## src/rtl/core/windowed_min_path_dp_top_assert.svh

```systemverilog
// ----------------------------------------------------------------------------
// Assertion macros for the windowed minimum-path cost block
// Concurrent checks that vanish when SYNTHESIS is defined.
// ----------------------------------------------------------------------------
`ifndef WINDOWED_MIN_PATH_DP_TOP_ASSERT_SVH
`define WINDOWED_MIN_PATH_DP_TOP_ASSERT_SVH
`ifndef SYNTHESIS
`define WMPD_ASSERT(label, clk, rst, prop, msg) \
  label: assert property (@(posedge clk) disable iff (rst) prop) else $error(msg);
`define WMPD_NEVER(label, clk, rst, expr, msg) \
  label: assert property (@(posedge clk) disable iff (rst) !(expr)) else $error(msg);
`else
`define WMPD_ASSERT(label, clk, rst, prop, msg)
`define WMPD_NEVER(label, clk, rst, expr, msg)
`endif
`endif

```

## src/rtl/core/wmpd_pkg.sv

```systemverilog
// ----------------------------------------------------------------------------
// Windowed minimum-path cost package
// Widths, reset values, register indexes, states and control structs.
// ----------------------------------------------------------------------------
package wmpd_pkg;

  localparam int MAX_COLS  = 64;
  localparam int COL_W     = $clog2(MAX_COLS);
  localparam int USED_W    = COL_W + 1;
  localparam int RAD_W     = 6;
  localparam int ENTRY_W   = 16;
  localparam int COST_W    = 32;
  localparam int CFG_IDX_W = 1;
  localparam int CFG_DATA_W = 7;

  localparam logic [COST_W-1:0] COST_TOP    = '1;
  localparam logic [USED_W-1:0] USED_RESET  = USED_W'(64);
  localparam logic [RAD_W-1:0]  RAD_RESET   = RAD_W'(10);

  typedef enum logic [CFG_IDX_W-1:0] {
    CFG_USED_COLUMNS  = 1'b0,
    CFG_WINDOW_RADIUS = 1'b1
  } cfg_idx_t;

  typedef enum logic [2:0] {
    ST_IDLE,
    ST_SCAN,
    ST_DRAIN,
    ST_WRITE,
    ST_EMIT_RD,
    ST_EMIT_OUT
  } state_t;

  typedef struct packed {
    logic load;
    logic scan;
    logic write;
    logic emit_rd;
    logic emit_next;
  } cmd_t;

  typedef struct packed {
    logic first_row;
    logic scan_done;
    logic row_end;
    logic end_flag;
    logic emit_last;
  } sts_t;

endpackage

```

## src/rtl/core/wmpd_ctrl.sv

```systemverilog
// ----------------------------------------------------------------------------
// Windowed minimum-path cost controller
// Sequences accept, window scan, cost write and result emission.
// ----------------------------------------------------------------------------
`include "windowed_min_path_dp_top_assert.svh"

module wmpd_ctrl (
  input  logic             clk,
  input  logic             rst,
  input  logic             in_valid,
  output logic             in_ready,
  output logic             out_valid,
  input  logic             out_ready,
  input  wmpd_pkg::sts_t   sts,
  output wmpd_pkg::cmd_t   cmd
);

  wmpd_pkg::state_t state;
  wmpd_pkg::state_t state_next;

  always_ff @(posedge clk) begin
    if (rst) begin
      state <= wmpd_pkg::ST_IDLE;
    end else begin
      state <= state_next;
    end
  end

  always_comb begin
    state_next = state;
    cmd        = '0;
    in_ready   = 1'b0;
    out_valid  = 1'b0;
    unique case (state)
      wmpd_pkg::ST_IDLE: begin
        in_ready = 1'b1;
        if (in_valid) begin
          cmd.load   = 1'b1;
          state_next = sts.first_row ? wmpd_pkg::ST_WRITE : wmpd_pkg::ST_SCAN;
        end
      end
      wmpd_pkg::ST_SCAN: begin
        cmd.scan = 1'b1;
        if (sts.scan_done) begin
          state_next = wmpd_pkg::ST_DRAIN;
        end
      end
      wmpd_pkg::ST_DRAIN: begin
        state_next = wmpd_pkg::ST_WRITE;
      end
      wmpd_pkg::ST_WRITE: begin
        cmd.write = 1'b1;
        if (sts.row_end && sts.end_flag) begin
          state_next = wmpd_pkg::ST_EMIT_RD;
        end else begin
          state_next = wmpd_pkg::ST_IDLE;
        end
      end
      wmpd_pkg::ST_EMIT_RD: begin
        cmd.emit_rd = 1'b1;
        state_next  = wmpd_pkg::ST_EMIT_OUT;
      end
      wmpd_pkg::ST_EMIT_OUT: begin
        out_valid = 1'b1;
        if (out_ready) begin
          cmd.emit_next = 1'b1;
          state_next    = sts.emit_last ? wmpd_pkg::ST_IDLE : wmpd_pkg::ST_EMIT_RD;
        end
      end
      default: begin
        state_next = wmpd_pkg::ST_IDLE;
      end
    endcase
  end

  `WMPD_NEVER(a_no_overlap, clk, rst, in_ready && out_valid, "input taken while result pending")
  `WMPD_NEVER(a_scan_first_row, clk, rst, cmd.scan && sts.first_row, "window scan on first row")
  `WMPD_ASSERT(a_emit_after_end, clk, rst, (cmd.write && sts.row_end && sts.end_flag) |=> cmd.emit_rd, "end of matrix did not start emission")

endmodule

```

## config.mk

```make
export PLATFORM = sky130hd
export DESIGN_NAME = wmpd_ctrl
export DESIGN_NICKNAME = d
export VERILOG_FILES = /design/src/rtl/core/wmpd_pkg.sv /design/src/rtl/core/wmpd_ctrl.sv
export VERILOG_INCLUDE_DIRS = /design/src /design/src/rtl/core
export SDC_FILE = /design/constraint.sdc
export NUM_CORES = 1
export LEC_CHECK = 0
export BUFFER_PORTS_ARGS = -buffer_cell sky130_fd_sc_hd__buf_2
export CELL_PAD_IN_SITES_DETAIL_PLACEMENT = 0
export CELL_PAD_IN_SITES_GLOBAL_PLACEMENT = 1
export CORE_AREA = 2 2 39 41
export DETAILED_ROUTE_END_ITERATION = 8
export DIE_AREA = 0 0 41 43
export MAX_ROUTING_LAYER = met4
export PLACE_DENSITY_LB_ADDON = 0.1
export SLEW_MARGIN = 15
export SYNTH_ARGS = -nofsm -noshare
export SYNTH_HDL_FRONTEND = slang
export SYNTH_SLANG_ARGS = --single-unit
```

## constraint.sdc

```tcl
create_clock -name clk -period 2.7 [get_ports clk]
set_clock_uncertainty 0.15 [all_clocks]
set_input_delay 0.135 -clock clk [delete_from_list [all_inputs] [get_ports clk]]
set_output_delay 0.135 -clock clk [all_outputs]
set_load 0.005 [all_outputs]
```

==> tab_implementation.tex <==
\begin{tabular}{lr}
\hline
Metric & Value \\
\hline
\multicolumn{2}{l}{\textbf{Floorplan}} \\
\quad Row count & 14 \\
\quad DIE WIDTH & 41 um \\
\quad DIE HEIGHT & around 43 um \\
\quad Overall die area & between 1500 and 2000 um2 \\
\quad Number of top-level pins & 16 \\
\quad Starting density of the core & between 10\% and 20\% \\
\quad Placeable Area & 1380 um2 \\
\multicolumn{2}{l}{\textbf{Placement}} \\
\quad Instance count after placement with tap cells included & 54 \\
\quad Post-place instance area & approximately 300 um2 \\
\quad Gp weighted congestion & around 0.66 \\
\quad Worst slack at placement & around 1300 ps \\
\quad Port Buffers & 15 \\
\quad Hpwl dp & around 460 um \\
\multicolumn{2}{l}{\textbf{Routing}} \\
\quad Detail Route met3 WL & roughly 36 um \\
\quad Initial drt markers & 7 \\
\quad Routed wire length & 573 um \\
\quad Routed metal-1 wirelength & approximately 230 um \\
\quad Remaining number of nets flagged by the antenna check after routing & 0 \\
\quad Met2 Wirelength & between 300 and 400 um \\
\quad Post-route DRC violation count & 0 \\
\quad Post-detailed-route wirelength per cell & 9.71 um \\
\quad Highest metal layer with signal wires & met3 \\
\quad Routed via count & about 240 \\
\quad First drt pass iteration count & 3 \\
\quad Vias/cell & 4.12 \\
\multicolumn{2}{l}{\textbf{Clocking}} \\
\quad CTS tree & done \\
\quad Number of buffers inserted during clock tree synthesis & 3 \\
\quad Max clock buf depth & 2 \\
\quad Clock-pin slew reported for the worst setup and hold paths after clock tree synthesis & 30 ps \\
\quad Sink Count & 3 \\
\quad H-Tree Level Count & 1 \\
\quad Gates resized, CTS repair & 0 \\
\quad Clock tree root buffer cell & sky130\_fd\_sc\_hd\_\_clkbuf\_4 \\
\quad Clock latency on the worst-skew pair & approximately 230 ps \\
\multicolumn{2}{l}{\textbf{Job}} \\
\quad Reported max-cap violation count & 0 \\
\multicolumn{2}{l}{\textbf{Cells and area}} \\
\quad Final Cell Area & between 300 and 400 um2 \\
\quad Nets@finish & 53 \\
\quad Final Non-Filler Cells & 59 \\
\quad Largest register FFs & 3 \\
\quad Largest registers in the final layout & state: 3 flops \\
\quad Area overhead of the layout relative to synthesis & 51.7\% \\
\quad Register with the most flip-flops & state \\
\quad Multi-input gate area in the final layout & 146 um2 \\
\quad Total inserted antenna cells & 0 \\
\quad Ratio of cells with drive above 1 in the final layout & between 50\% and 60\% \\
\quad Total area of sequential cells & 60.1 um2 \\
\quad Filler Cells Inserted & 154 \\
\multicolumn{2}{l}{\textbf{Worst setup path}} \\
\quad Kind of cell with the highest combined delay on the critical path & flip-flops \\
\quad CP bufs+invs & 1 \\
\quad Crit path arrival time & around 1200 ps \\
\quad Critical register-to-register path endpoint & state[1] \\
\quad Number of cell instances on the worst register-to-register path & 3 \\
\quad Worst setup EP type & primary output \\
\quad Launch point of the worst reg-to-reg path & state[0] \\
\quad Kind of critical path & register to primary output \\
\quad Required time of the critical path & 2410 ps \\
\quad CP max-delay cell & sky130\_fd\_sc\_hd\_\_dfxtp\_1 \\
\quad Worst-path cell chain & nor2b\_1 > and3\_1 > buf\_2 \\
\quad Critical Path Source & state[2] \\
\quad Largest fanout on the critical path & 7 \\
\quad Worst path max stage delay & approximately 440 ps \\
\quad Worst reg2reg setup slack & approximately 1300 ps \\
\quad Setup crit start kind & register \\
\multicolumn{2}{l}{\textbf{Hold path}} \\
\quad Worst hold path type & input port to register \\
\quad Cell depth of the worst hold path & 3 \\
\quad End point of the worst hold path & state[2] \\
\quad Worst hold start & sts[1] \\
\multicolumn{2}{l}{\textbf{Timing}} \\
\quad Count of final max-slew check failures & 0 \\
\quad Setup violation total in the final timing report & 0 \\
\quad Count of final hold-check violations & 0 \\
\quad Measured slew at the worst slew-check pin & 410 ps \\
\quad Setup repair after global routing missed its margin & false \\
\quad Post-route clock period utilization & 54.8\% \\
\quad Summed negative setup slack over all endpoints & 0 ps \\
\quad Period minus WS final & about 1500 ps \\
\quad Worst setup slack after layout & around 1200 ps \\
\quad Remaining max-slew budget at the tightest pin & between 70\% and 80\% \\
\quad Peak Freq & around 680 MHz \\
\multicolumn{2}{l}{\textbf{GRT}} \\
\quad Total overflow reported by the global router & 0 \\
\quad Global-route wire length before repair & 993 um \\
\quad Number of antenna violations at the first check in global routing & 0 \\
\quad Via count of the first global-routing pass & 230 \\
\quad Largest net degree at the start of global routing & 15 \\
\quad Overall Global Routing Usage & approximately 8.8\% \\
\multicolumn{2}{l}{\textbf{Synthesis}} \\
\quad Post-Synthesis Cells & 25 \\
\quad \#FFs+latches synth & 3 \\
\quad Synth Cell Area & 223 um2 \\
\quad Warnings, synthesis & 0 \\
\quad Post-Synthesis Mean Instance Area & $\sim$8.9 um2 \\
\quad Post-synth cell types & 20 \\
\quad Sequential element share of the synthesized area & 27.0\% \\
\quad Syn nets & 34 \\
\multicolumn{2}{l}{\textbf{Status}} \\
\quad Outcome & finished, final reports clean \\
\multicolumn{2}{l}{\textbf{Power and ir drop}} \\
\quad Final Total Pwr & about 180 uW \\
\quad Static leakage & between 0.15 and 0.2 nW \\
\quad Largest vdd supply drop & about 0.00021 V \\
\quad Ratio of total power to cell area & 525 nW/um2 \\
\hline
\end{tabular}
cell usage in the layout (no fill, tap or decap), types with 2 or more instances in the layout:
cell type and n:
sky130_fd_sc_hd__and2_1 2, sky130_fd_sc_hd__nor3_1 2, sky130_fd_sc_hd__clkbuf_4 3, sky130_fd_sc_hd__nor2b_1 2
sky130_fd_sc_hd__buf_2 15, sky130_fd_sc_hd__dfxtp_1 3
power by group:
group / switching, mW / internal, mW
Sequential: 0.0120 / 0.0489
Clock: 0.0215 / 0.0553
Combinational: 0.0152 / 0.0245
worst register-to-register path, delay by kind of cell, from the launching register on:
kind,cells,cell delay [ps]
muxes,1,380
DFF,1,560
AOI/OAI and AO/OA,2,200
timing repair:
action / CTS / global route
setup buffers: 0 / 0
hold endpoints to repair: 2 / 0
hold buffers: 1 / 0
worst max path at each step:
stage	end	slack, ps	depth (start not counted)
finish	cmd[0]	1220	3
global route	cmd[1]	1090	3
CTS	cmd[1]	1180	3
detailed placement	state[1]	1260	3
global placement	state[1]	1310	3
floorplan	cmd[4]	1560	3
cells by family after synthesis:
kind of cell	Yosys count	synth area share, %
simple gates	12	33.1
flops	3	27.0
mux	1	5.06
compound gates	7	27.5
buf+inv	2	7.30
metal layers:
metal	track usage (%)	vias to the layer above
met2	12.2	6
li1	-	129
met3	3.14	0
met5	-	-
met4	6.00	0
met1	10.2	108
synthesized netlist by cell type:
master	number	area (um2)
sky130_fd_sc_hd__or2_2	1	6.26
sky130_fd_sc_hd__and3b_2	1	10.0
sky130_fd_sc_hd__a21oi_1	1	5.00
sky130_fd_sc_hd__a32oi_1	1	8.76
sky130_fd_sc_hd__mux2_1	1	11.3
sky130_fd_sc_hd__buf_6	1	11.3
sky130_fd_sc_hd__a221oi_1	1	8.76
sky130_fd_sc_hd__and2_1	2	12.5
sky130_fd_sc_hd__nor3_1	2	10.0
sky130_fd_sc_hd__a21o_1	1	7.51
sky130_fd_sc_hd__nand3_1	1	5.00
sky130_fd_sc_hd__buf_2	1	5.00
sky130_fd_sc_hd__a2111oi_2	1	15.0
sky130_fd_sc_hd__a21oi_2	1	8.76
sky130_fd_sc_hd__and3_1	1	6.26
sky130_fd_sc_hd__dfxtp_1	3	60.1
sky130_fd_sc_hd__o21a_1	1	7.51
sky130_fd_sc_hd__nor2_1	1	3.75
sky130_fd_sc_hd__nor2b_1	2	12.5
sky130_fd_sc_hd__nor3b_1	1	7.51
area by class of cell:
| class | count | share of cell area, % |
|---|---|---|
| Timing Repair Buffer | 16 | 25.2 |
| Clock buffer | 4 | 7.78 |
| Multi-Input combinational cell | 20 | 43.3 |
| Sequential cell | 3 | 17.8 |
| Tap cell | 16 | 5.93 |
stage by stage:
step	hold WS, ps	util (%)
finish	47.2	24.4
global route	69.4	24.4
CTS	38.1	24.4
detailed placement	203	21.8
global placement	200	21.8
floorplan	57.4	-
Power figures use the tool's default switching activity.
